[config.mk]
export PLATFORM = sky130hd
export DESIGN_NAME = http_keep_alive_decider
export DESIGN_NICKNAME = d
export VERILOG_FILES = /design/src/hkad_pkg.sv /design/src/hkad_tracker.sv /design/src/http_keep_alive_decider.sv
export SDC_FILE = /design/constraint.sdc
export NUM_CORES = 1
export LEC_CHECK = 0
export BUFFER_PORTS_ARGS = -buffer_cell sky130_fd_sc_hd__buf_2
export CORE_ASPECT_RATIO = 1.2
export CORE_MARGIN = 10
export CORE_UTILIZATION = 47
export DETAILED_ROUTE_END_ITERATION = 10
export PLACE_DENSITY = 0.71
export SYNTH_ARGS = -nofsm -noshare
export SYNTH_HDL_FRONTEND = slang
export SYNTH_SLANG_ARGS = --single-unit
export TNS_END_PERCENT = 1
[constraint.sdc]
create_clock -name clock -period 4.1 [get_ports clock]
set_clock_uncertainty 0.05 [all_clocks]
set_input_delay 0.41 -clock clock [delete_from_list [all_inputs] [get_ports clock]]
set_output_delay 0.41 -clock clock [all_outputs]
set_load 0.1 [all_outputs]
[src/hkad_pkg.sv]
// shared types, codes and string tables of the http keep-alive decider
package hkad_pkg;

   localparam logic [1:0] KIND_METHOD  = 2'd0;
   localparam logic [1:0] KIND_VERSION = 2'd1;
   localparam logic [1:0] KIND_HEADER  = 2'd2;
   localparam logic [1:0] KIND_END     = 2'd3;

   localparam logic [15:0] LIMIT_RESET = 16'd100;

   localparam logic [7:0] CHAR_COMMA = 8'h2c;
   localparam logic [7:0] CHAR_SPACE = 8'h20;
   localparam logic [7:0] CHAR_TAB   = 8'h09;

   localparam logic [7:0] CHAR_V11_LAST = 8'h31;
   localparam logic [7:0] CHAR_V10_LAST = 8'h30;

   typedef struct packed {
      logic keep_alive;
      logic close_token_seen;
      logic keepalive_token_seen;
   } result_type;

   function automatic logic [7:0] get_char(input logic [1:0] idx);
      logic [7:0] c;
      case (idx)
         2'd0: c = 8'h47;
         2'd1: c = 8'h45;
         2'd2: c = 8'h54;
         default: c = 8'h00;
      endcase
      return c;
   endfunction

   function automatic logic [7:0] head_char(input logic [1:0] idx);
      logic [7:0] c;
      case (idx)
         2'd0: c = 8'h48;
         2'd1: c = 8'h45;
         2'd2: c = 8'h41;
         default: c = 8'h44;
      endcase
      return c;
   endfunction

   // common prefix of both version strings, last byte handled separately
   function automatic logic [7:0] version_char(input logic [2:0] idx);
      logic [7:0] c;
      case (idx)
         3'd0: c = 8'h48;
         3'd1: c = 8'h54;
         3'd2: c = 8'h54;
         3'd3: c = 8'h50;
         3'd4: c = 8'h2f;
         3'd5: c = 8'h31;
         3'd6: c = 8'h2e;
         default: c = 8'h00;
      endcase
      return c;
   endfunction

   function automatic logic [7:0] close_char(input logic [2:0] idx);
      logic [7:0] c;
      case (idx)
         3'd0: c = 8'h63;
         3'd1: c = 8'h6c;
         3'd2: c = 8'h6f;
         3'd3: c = 8'h73;
         3'd4: c = 8'h65;
         default: c = 8'h00;
      endcase
      return c;
   endfunction

   function automatic logic [7:0] keep_char(input logic [3:0] idx);
      logic [7:0] c;
      case (idx)
         4'd0: c = 8'h6b;
         4'd1: c = 8'h65;
         4'd2: c = 8'h65;
         4'd3: c = 8'h70;
         4'd4: c = 8'h2d;
         4'd5: c = 8'h61;
         4'd6: c = 8'h6c;
         4'd7: c = 8'h69;
         4'd8: c = 8'h76;
         4'd9: c = 8'h65;
         default: c = 8'h00;
      endcase
      return c;
   endfunction

endpackage

[src/hkad_tracker.sv]
// per-request match state and decision logic of the http keep-alive decider
module hkad_tracker (
   input  logic                   clock,
   input  logic                   reset,
   input  logic                   step,
   input  logic [1:0]             kind,
   input  logic [7:0]             data_byte,
   input  logic                   has_body,
   input  logic [15:0]            served_count,
   input  logic [15:0]            request_limit,
   output hkad_pkg::result_type   result
);
   import hkad_pkg::*;

   typedef enum logic [1:0] {
      PHASE_LEAD  = 2'd0,
      PHASE_TOKEN = 2'd1,
      PHASE_TRAIL = 2'd2
   } phase_type;

   typedef struct packed {
      logic [2:0] method_length;
      logic       method_get_match;
      logic       method_head_match;
      logic [3:0] version_length;
      logic       version_11_match;
      logic       version_10_match;
      phase_type  part_phase;
      logic [3:0] token_length;
      logic       part_close_match;
      logic       part_keepalive_match;
      logic       close_found;
      logic       keepalive_found;
   } state_type;

   localparam state_type STATE_CLEAR = '{
      method_length:        3'd0,
      method_get_match:     1'b1,
      method_head_match:    1'b1,
      version_length:       4'd0,
      version_11_match:     1'b1,
      version_10_match:     1'b1,
      part_phase:           PHASE_LEAD,
      token_length:         4'd0,
      part_close_match:     1'b1,
      part_keepalive_match: 1'b1,
      close_found:          1'b0,
      keepalive_found:      1'b0
   };

   state_type  state_ff;
   state_type  state_in;
   logic       close_fin;
   logic       keep_fin;
   logic       method_ok;
   logic       version_ok;
   logic       v11_ok;
   logic       v10_ok;
   logic [7:0] lower_byte;
   logic       part_live;
   logic [7:0] v11_exp;
   logic [7:0] v10_exp;

   // flags as they stand once the open part is closed
   assign close_fin = state_ff.close_found |
                      ((state_ff.part_phase != PHASE_LEAD) && state_ff.part_close_match &&
                       (state_ff.token_length == 4'd5));
   assign keep_fin  = state_ff.keepalive_found |
                      ((state_ff.part_phase != PHASE_LEAD) && state_ff.part_keepalive_match &&
                       (state_ff.token_length == 4'd10));

   assign method_ok = (state_ff.method_get_match && (state_ff.method_length == 3'd3)) ||
                      (state_ff.method_head_match && (state_ff.method_length == 3'd4));
   assign v11_ok    = state_ff.version_11_match && (state_ff.version_length == 4'd8);
   assign v10_ok    = state_ff.version_10_match && (state_ff.version_length == 4'd8);
   assign version_ok = v11_ok || (v10_ok && keep_fin);

   assign result.keep_alive = method_ok && !has_body && (served_count < request_limit) &&
                              !close_fin && version_ok;
   assign result.close_token_seen     = close_fin;
   assign result.keepalive_token_seen = keep_fin;

   assign lower_byte = ((data_byte >= 8'h41) && (data_byte <= 8'h5a)) ?
                       (data_byte + 8'd32) : data_byte;
   assign part_live  = state_ff.part_phase != PHASE_TRAIL;

   assign v11_exp = (state_ff.version_length[2:0] == 3'd7) ? CHAR_V11_LAST :
                    version_char(state_ff.version_length[2:0]);
   assign v10_exp = (state_ff.version_length[2:0] == 3'd7) ? CHAR_V10_LAST :
                    version_char(state_ff.version_length[2:0]);

   always_comb begin
      state_in = state_ff;
      if (step) begin
         case (kind)
            KIND_METHOD: begin
               state_in.method_get_match = state_ff.method_get_match &&
                  (state_ff.method_length < 3'd3) &&
                  (data_byte == get_char(state_ff.method_length[1:0]));
               state_in.method_head_match = state_ff.method_head_match &&
                  (state_ff.method_length < 3'd4) &&
                  (data_byte == head_char(state_ff.method_length[1:0]));
               if (state_ff.method_length != 3'd7) begin
                  state_in.method_length = state_ff.method_length + 3'd1;
               end
            end
            KIND_VERSION: begin
               state_in.version_11_match = state_ff.version_11_match &&
                  (state_ff.version_length < 4'd8) && (data_byte == v11_exp);
               state_in.version_10_match = state_ff.version_10_match &&
                  (state_ff.version_length < 4'd8) && (data_byte == v10_exp);
               if (state_ff.version_length != 4'd15) begin
                  state_in.version_length = state_ff.version_length + 4'd1;
               end
            end
            KIND_HEADER: begin
               if (data_byte == CHAR_COMMA) begin
                  state_in.close_found          = close_fin;
                  state_in.keepalive_found      = keep_fin;
                  state_in.part_phase           = PHASE_LEAD;
                  state_in.token_length         = 4'd0;
                  state_in.part_close_match     = 1'b1;
                  state_in.part_keepalive_match = 1'b1;
               end else if ((data_byte == CHAR_SPACE) || (data_byte == CHAR_TAB)) begin
                  if (state_ff.part_phase == PHASE_TOKEN) begin
                     state_in.part_phase = PHASE_TRAIL;
                  end
               end else begin
                  state_in.part_close_match = state_ff.part_close_match && part_live &&
                     (state_ff.token_length < 4'd5) &&
                     (lower_byte == close_char(state_ff.token_length[2:0]));
                  state_in.part_keepalive_match = state_ff.part_keepalive_match &&
                     part_live && (state_ff.token_length < 4'd10) &&
                     (lower_byte == keep_char(state_ff.token_length));
                  if (state_ff.token_length != 4'd15) begin
                     state_in.token_length = state_ff.token_length + 4'd1;
                  end
                  state_in.part_phase = PHASE_TOKEN;
               end
            end
            default: begin
               state_in = STATE_CLEAR;
            end
         endcase
      end
   end

   always_ff @(posedge clock) begin
      if (reset) begin
         state_ff <= STATE_CLEAR;
      end else begin
         state_ff <= state_in;
      end
   end

endmodule

[src/http_keep_alive_decider.sv]
// top level of the http keep-alive decider: input stage, result register, csr
// usage:
//   req channel (valid/ready) carries one tagged byte of the method, version or
//   connection header per transaction, or an end-of-request transaction that
//   carries has_body and served_count. bytes of the three strings may interleave.
//   rsp channel (valid/ready) carries one decision per end-of-request transaction
//   and nothing for byte transactions.
//   an accepted transaction is held in the input register until it advances, and is
//   folded into the match state as it leaves; an end transaction loads its decision
//   into the result register as it advances, where it stays on rsp until taken. one
//   transaction per cycle is sustained unless an end waits on a stalled rsp; the
//   single byte-compare-and-update step lies between input and result registers.
//   csr register 0 at byte address 0 holds request_limit (reset 100); write it
//   only while the block is idle.
//   reset clears the match state and both stages and sets request_limit to 100.
//   when rsp is stalled, byte transactions keep flowing; an end transaction waits
//   in the input register until the result register frees, with req_ready low.
module http_keep_alive_decider (
   input  logic        clock,
   input  logic        reset,
   input  logic        req_valid,
   output logic        req_ready,
   input  logic [1:0]  req_type,
   input  logic [7:0]  req_data_byte,
   input  logic        req_has_body,
   input  logic [15:0] req_served_count,
   output logic        rsp_valid,
   input  logic        rsp_ready,
   output logic        rsp_keep_alive,
   output logic        rsp_close_token_seen,
   output logic        rsp_keepalive_token_seen,
   input  logic        psel,
   input  logic        penable,
   input  logic        pwrite,
   input  logic [2:0]  paddr,
   input  logic [31:0] pwdata,
   output logic [31:0] prdata,
   output logic        pready
);
   import hkad_pkg::*;

   logic        stage_valid_ff;
   logic [1:0]  stage_type_ff;
   logic [7:0]  stage_byte_ff;
   logic        stage_body_ff;
   logic [15:0] stage_served_ff;
   logic        rsp_valid_ff;
   result_type  rsp_result_ff;
   logic [15:0] limit_ff;
   logic        advance;
   logic        stage_is_end;
   logic        csr_write;
   result_type  result;

   assign stage_is_end = stage_type_ff == KIND_END;
   assign advance   = stage_valid_ff && (!stage_is_end || !rsp_valid_ff || rsp_ready);
   assign req_ready = !stage_valid_ff || advance;

   assign pready    = 1'b1;
   assign csr_write = psel && penable && pwrite && (paddr[2] == 1'b0);
   assign prdata    = (paddr[2] == 1'b0) ? {16'd0, limit_ff} : 32'd0;

   hkad_tracker u_tracker (
      .clock         (clock),
      .reset         (reset),
      .step          (advance),
      .kind          (stage_type_ff),
      .data_byte     (stage_byte_ff),
      .has_body      (stage_body_ff),
      .served_count  (stage_served_ff),
      .request_limit (limit_ff),
      .result        (result)
   );

   always_ff @(posedge clock) begin
      if (reset) begin
         stage_valid_ff <= 1'b0;
         rsp_valid_ff   <= 1'b0;
         limit_ff       <= LIMIT_RESET;
      end else begin
         if (req_ready) begin
            stage_valid_ff <= req_valid;
         end
         if (advance && stage_is_end) begin
            rsp_valid_ff <= 1'b1;
         end else if (rsp_ready) begin
            rsp_valid_ff <= 1'b0;
         end
         if (csr_write) begin
            limit_ff <= pwdata[15:0];
         end
      end
   end

   always_ff @(posedge clock) begin
      if (req_valid && req_ready) begin
         stage_type_ff   <= req_type;
         stage_byte_ff   <= req_data_byte;
         stage_body_ff   <= req_has_body;
         stage_served_ff <= req_served_count;
      end
      if (advance && stage_is_end) begin
         rsp_result_ff <= result;
      end
   end

   assign rsp_valid                = rsp_valid_ff;
   assign rsp_keep_alive           = rsp_result_ff.keep_alive;
   assign rsp_close_token_seen     = rsp_result_ff.close_token_seen;
   assign rsp_keepalive_token_seen = rsp_result_ff.keepalive_token_seen;

   // a close token always forces the connection closed
   assert property (@(posedge clock) disable iff (reset)
      rsp_valid_ff |-> !(rsp_result_ff.keep_alive && rsp_result_ff.close_token_seen))
      else $error("keep_alive reported together with a close token");

   // an end transaction that advances always loads a decision
   assert property (@(posedge clock) disable iff (reset)
      (advance && stage_is_end) |=> rsp_valid_ff)
      else $error("end transaction advanced without a decision");

   // byte transactions never create a decision
   assert property (@(posedge clock) disable iff (reset)
      (stage_valid_ff && !stage_is_end) |=> (rsp_valid_ff == $past(rsp_valid_ff && !rsp_ready)))
      else $error("byte transaction changed the result register");

   // an end transaction never overwrites a pending decision
   assert property (@(posedge clock) disable iff (reset)
      (advance && stage_is_end) |-> (!rsp_valid_ff || rsp_ready))
      else $error("pending decision overwritten");

endmodule

Yosys cells after proc, flatten, opt, wreduce, memory -nomap -nowiden
Memory sizes are Yosys's and may differ from the RTL's. A register that Yosys moved wholly into a read port is not among the register bits.
Cells that the tools add are included.
{"block": "classes", "n_reduce_logical": 63, "eq_ne": 41, "n_mul": 0, "bitwise_logic": 6, "magnitude_cmp": 8, "muxes": 35, "addsub": 4, "n_shift": 0, "div_mod_pow": 0}
{"cell": "$mux W8", "count": 14}
{"cell": "$eq A8 B8 Y1", "count": 6}
{"cell": "$pmux W7 S6", "count": 1}
{"cell": "$pmux W7 S5", "count": 1}
{"cell": "$logic_and A1 B1 Y1", "count": 34}
{"cell": "$pmux W7 S3", "count": 1}
{"cell": "$pmux W10 S2", "count": 1}
{"cell": "$eq A3 B3 Y1 const B", "count": 6}
{"cell": "$eq A8 B6 Y1 const B", "count": 2}
{"cell": "$lt A16 B16 Y1", "count": 1}
{"cell": "$mux W16", "count": 1}
{"cell": "$mux W4", "count": 4}
{"cell": "$eq A3 B2 Y1 const B", "count": 5}
{"cell": "$reduce_and A3 Y1", "count": 5}
{"cell": "$mux W7", "count": 2}
{"cell": "$pmux W4 S3", "count": 1}
{"cell": "$pmux W6 S2", "count": 1}
{"cell": "$pmux W5 S2", "count": 1}
{"cell": "$add A4 B1 Y4 const B", "count": 2}
{"cell": "$add A8 B6 Y8 const B", "count": 1}
{"cell": "$eq A4 B4 Y1 const B", "count": 2}
{"cell": "$eq A8 B4 Y1 const B", "count": 1}
{"cell": "$ge A8 B7 Y1 const B", "count": 1}
{"cell": "$le A8 B7 Y1 const B", "count": 1}
{"cell": "30 further kinds", "count": 62}
{"block": "word_totals", "output_inout_bits": 38, "n_memories": 1, "mem_bits_rw": 0, "romBits": 112, "latch_bits": 0, "wordCells": 180, "in_bits": 69, "ff_bits": 69}
{"memory": "(name not given)", "depth": 16, "width": 7, "read_ports": 1, "rd_ports_with_merged_regs": 1, "write_ports": 0, "line_no": "hkad_pkg.sv:77", "rtl": "case (idx)"}

Logic depth before layout (Yosys ltp)
{"block": "logic_depth", "depth_word": 13, "ltp_mapped": 11, "ltp_nobuf": 10}

Modules after synthesis
Synthesis repeated with hierarchy kept, for this count alone.
{"block": "unflattened", "cells_unflattened": 499, "area_unflattened_um2": 4734.5}
{"module": "hkad_tracker", "cells_per_inst": 350, "seq_area_each_um2": 560.5, "area_per_inst_um2": 2757.6, "n_inst": 1}
{"module": "http_keep_alive_decider", "cells_per_inst": 149, "seq_area_each_um2": 1261.2, "area_per_inst_um2": 1976.9, "n_inst": 1}

Least setup slack after synthesis
OpenSTA, ideal clock, no wires.
{"block": "synth_path", "path_kind": "reg-to-reg", "start": "reg rsp_valid_ff, in the netlist rsp_valid", "end": "reg stage_body_ff (enable)", "path_buffers": 0, "slack_ps": 1221, "setup_ps": 428, "t_required_ps": 3622, "synth_period_minus_slack_ps": 2879, "stages_incl_launch_ff": 3, "arrival_ps": 2401, "path_cell_list": "dfxtp_1 nor2b_1 a31oi_1"}
{"block": "synth_via", "elab_chain_len": 6}
{"element": "from (decl)", "line_no": "http_keep_alive_decider.sv:47", "rtl": "logic rsp_valid_ff;"}
{"element": "from (signal assigned)", "line_no": "http_keep_alive_decider.sv:78", "rtl": "rsp_valid_ff <= 1'b0;"}
{"element": "from (signal assigned)", "line_no": "http_keep_alive_decider.sv:85", "rtl": "rsp_valid_ff <= 1'b1;"}
{"element": "from (signal assigned)", "line_no": "http_keep_alive_decider.sv:87", "rtl": "rsp_valid_ff <= 1'b0;"}
{"element": "$logic_not A1 Y1", "line_no": "http_keep_alive_decider.sv:56", "rtl": "assign advance = stage_valid_ff && (!stage_is_end || !rsp_valid_ff || rsp_ready);"}
{"element": "$logic_or A1 B1 Y1 (2 in series)", "line_no": "http_keep_alive_decider.sv:56"}
{"element": "$logic_and A1 B1 Y1", "line_no": "http_keep_alive_decider.sv:56"}
{"element": "$logic_or A1 B1 Y1", "line_no": "http_keep_alive_decider.sv:57", "rtl": "assign req_ready = !stage_valid_ff || advance;"}
{"element": "$logic_and A1 B1 Y1", "line_no": "http_keep_alive_decider.sv:96", "rtl": "if (req_valid && req_ready) begin"}
{"element": "to (signal assigned)", "line_no": "http_keep_alive_decider.sv:99", "rtl": "stage_body_ff <= req_has_body;"}
{"element": "to (decl)", "line_no": "http_keep_alive_decider.sv:45", "rtl": "logic stage_body_ff;"}
Every way passes these cells.
A chain may end at the register's enable or synchronous reset.

==> metrics.cfg <==
[status]
outcome=finished, final reports clean

[sta]
setup_slack_ns=0.915
period_share_pct=77.7
slew_headroom_pct=32.0
max_freq_mhz=314
finalMaxSlewViolations=0
worst_pin_slew_ns=1.02
hold_viol=0
tns_ns=0
fin_crit_ns=3.19
rsz0062_at_grt=false
setup_viol=0

[critical_path]
crit_required_ns=4.28
r2r-start=stage_byte_ff[3]$_DFFE_PP_
ff2ff_setup_slack_ns=0.91
slowest_stage=edfxtp_1
critPathMaxFanout=11
arrival_ns=3.36
end_kind=flop
path_delay_family=compound AO/OA/AOI/OAI gates
cpPeakStageDelay_ns=0.75
startpoint_type=flop
crit_type=flop to flop
crit_chain=nor4bb_1 -> o21bai_4 -> a221oi_1 -> o21ai_2 -> ha_1 -> and2_1 -> a32o_1
reg2reg_depth=7
path_buf_inv=0

[yosys]
synth_area_leader_cell=dfxtp_1
synth.area.top_cells=dfxtp_1, edfxtp_1, ha_1
synth_edf_count=30
async_flop_share_pct=0
netlist_area_um2=4510
synth-main-ff-cell=dfxtp_1
synth-seq-cells=76
avgSynthCellArea_um2=9.15
yosysWarnings=0
synth_mux_area_share_pct=0.665
syn_inst=493
synth_cell_types=70
synth_simple_gate_area_share_pct=18.7
synth_fa_ha_area_share_pct=11.1
synth_xor_area_share_pct=3.88
synth_compound_area_share_pct=16.8
seq_area_frac_synth_pct=40.4
synth_top_area_share_pct=20.4
synth_top_family_by_area=simple AND/OR/NAND/NOR gates

[routing]
vias=3712
wirelength_um=11000
vias_per_cell=5.43
antenna_left=0
drc=0
dr.pass1.iters=4
drtIter0Drc=225
wl_per_cell_um=16.0

[hold_path]
hold_start=req_served_count[14]
hold_path_class=primary input to flop
holdPathEnd=stage_served_ff[14]$_DFFE_PP_
whs_path_depth=1

[layout]
fin_nets=664
area_delta_synth_final_pct=15.5
antenna-diode-count=0
final_cell_mix=buf_2, nand2_1, nor2_1, dfxtp_1, inv_1
final_common_cell=buf_2
drive_above_1_share_pct=18.2

[floorplan]
num_rows=39
die_h_um=127
boundaryPins=107
core_area_um2=9470
initial_utilization_pct=47.7
dieArea_um2=13900
die_w_um=109

[global_route]
grt_max_degree=31
grt_pass1_wl_um=17800
grt_pass1_vias=3814
grt-ovfl-total=0
antenna_found_initial=0
grt_use_total_pct=16.0

[pwr]
p_total_mw=1.95
power_density_nw_per_um2=374
ir_drop_mv=0.230
p_leak_nw=2.18

[clock_tree]
clock_path_buffers=2
clock-sinks=76
holdBufCountCts=0
tritoncts=yes
cts_resized=0
cts.clk_slew.worst_paths_ns=0.06
cts_max_level=3
cts_buffers=9
cts_setup_buffers=0
clock_latency_ns=0.34
cts-root-buf=clkbuf_16

[placed_design]
pre_cts_ws_ns=0.956
dpl.hpwl_um=8140
gp_congestion=0.926
port_buffers=71

[flow_run]
max_cap_viol_count=0

==> kinds of logic (layout without fill, tap and decap cells) <==
family / Yosys count / in the layout
xor gates and xnor gates: 20 / 20
buffers and inverters: 80 / 132
other: 2 / 17
adders and majority gates: 40 / 40
AOI/OAI and AO/OA: 107 / 107
DFF: 76 / 76
muxes: 3 / 3
and+or+nand+nor: 165 / 165
==> report_power, final <==
part           total (mW)  internal [mW]  switching (mW)  leakage [nW]
Clock               0.845          0.546           0.299         0.153
Combinational       0.264         0.0741           0.190          1.37
Sequential          0.839          0.814          0.0252         0.665
Total                1.95           1.43           0.514          2.18
==> registers in the layout (all words and copies together) (netlist names), named ones only <==
signal and count:
rsp_keep_alive 1, stage_body_ff 1, stage_served_ff 16, u_tracker.state_ff 21, rsp_valid 1, limit_ff 16
rsp_keepalive_token_seen 1, stage_valid_ff 1, stage_type_ff 2, stage_byte_ff 8, rsp_close_token_seen 1
==> through the flow <==
stage | util [%] | hold slack (ns) | std cells | cell area, um^2
global placement | 51.7 | 0.394 | 667 | 4890
global route | 55.0 | 0.180 | 683 | 5210
floorplan | - | 0.382 | 508 | 4570
finish | 55.0 | 0.192 | 683 | 5210
CTS | 55.0 | 0.184 | 683 | 5210
detailed placement | 51.7 | 0.396 | 667 | 4890
==> synthesized netlist by cell type, drive strengths merged (4+ instances only) <==
master  number
o21ai       13
ha          40
inv         43
nor3         7
dfxtp       46
a21o        10
nand2b       5
nand4        6
nand3        5
nor4         7
nor2        46
xor2         6
buf         23
or4          5
edfxtp      30
o211ai       6
nor3b        5
nor2b        7
nand2       48
clkbuf      14
xnor2       14
and3         4
a21oi       40
==> worst max path at each step <==
stage / to / from / slack, ns / cells past startpoint
floorplan: stage_body_ff$_DFFE_PP_ / rsp_valid$_SDFFE_PP0P_ / 1.22 / 2
global placement: flop / stage_byte_ff[3]$_DFFE_PP_ / 1.13 / 7
detailed placement: flop / stage_byte_ff[3]$_DFFE_PP_ / 0.96 / 7
CTS: flop / stage_byte_ff[3]$_DFFE_PP_ / 0.92 / 7
global route: flop / stage_byte_ff[3]$_DFFE_PP_ / 0.68 / 7
finish: flop / stage_byte_ff[3]$_DFFE_PP_ / 0.91 / 7
==> metal layers <==
metal	GRT usage (%)	wire, um
met4	8.13	300
met5	0	0
met2	26.4	5190
met1	18.3	4570
met3	4.68	890
==> worst reg2reg max path, stage by stage, from the launching register on <==
cell	delay (ns)
edfxtp_1	0.75
nor4bb_1	0.73
o21bai_4	0.20
a221oi_1	0.52
o21ai_2	0.22
ha_1	0.25
and2_1	0.15
a32o_1	0.21
==> area by class of cell <==
type / instances / area [um^2]
flip-flops and latches: 76 / 1820
multi-input cells: 352 / 2380
fillers: 862 / 4260
inverters: 43 / 161
clock inverters: 5 / 76.3
clock buffers: 11 / 243
well taps: 123 / 154
repair buffers: 73 / 370
(Power assumes the default switching activity.)
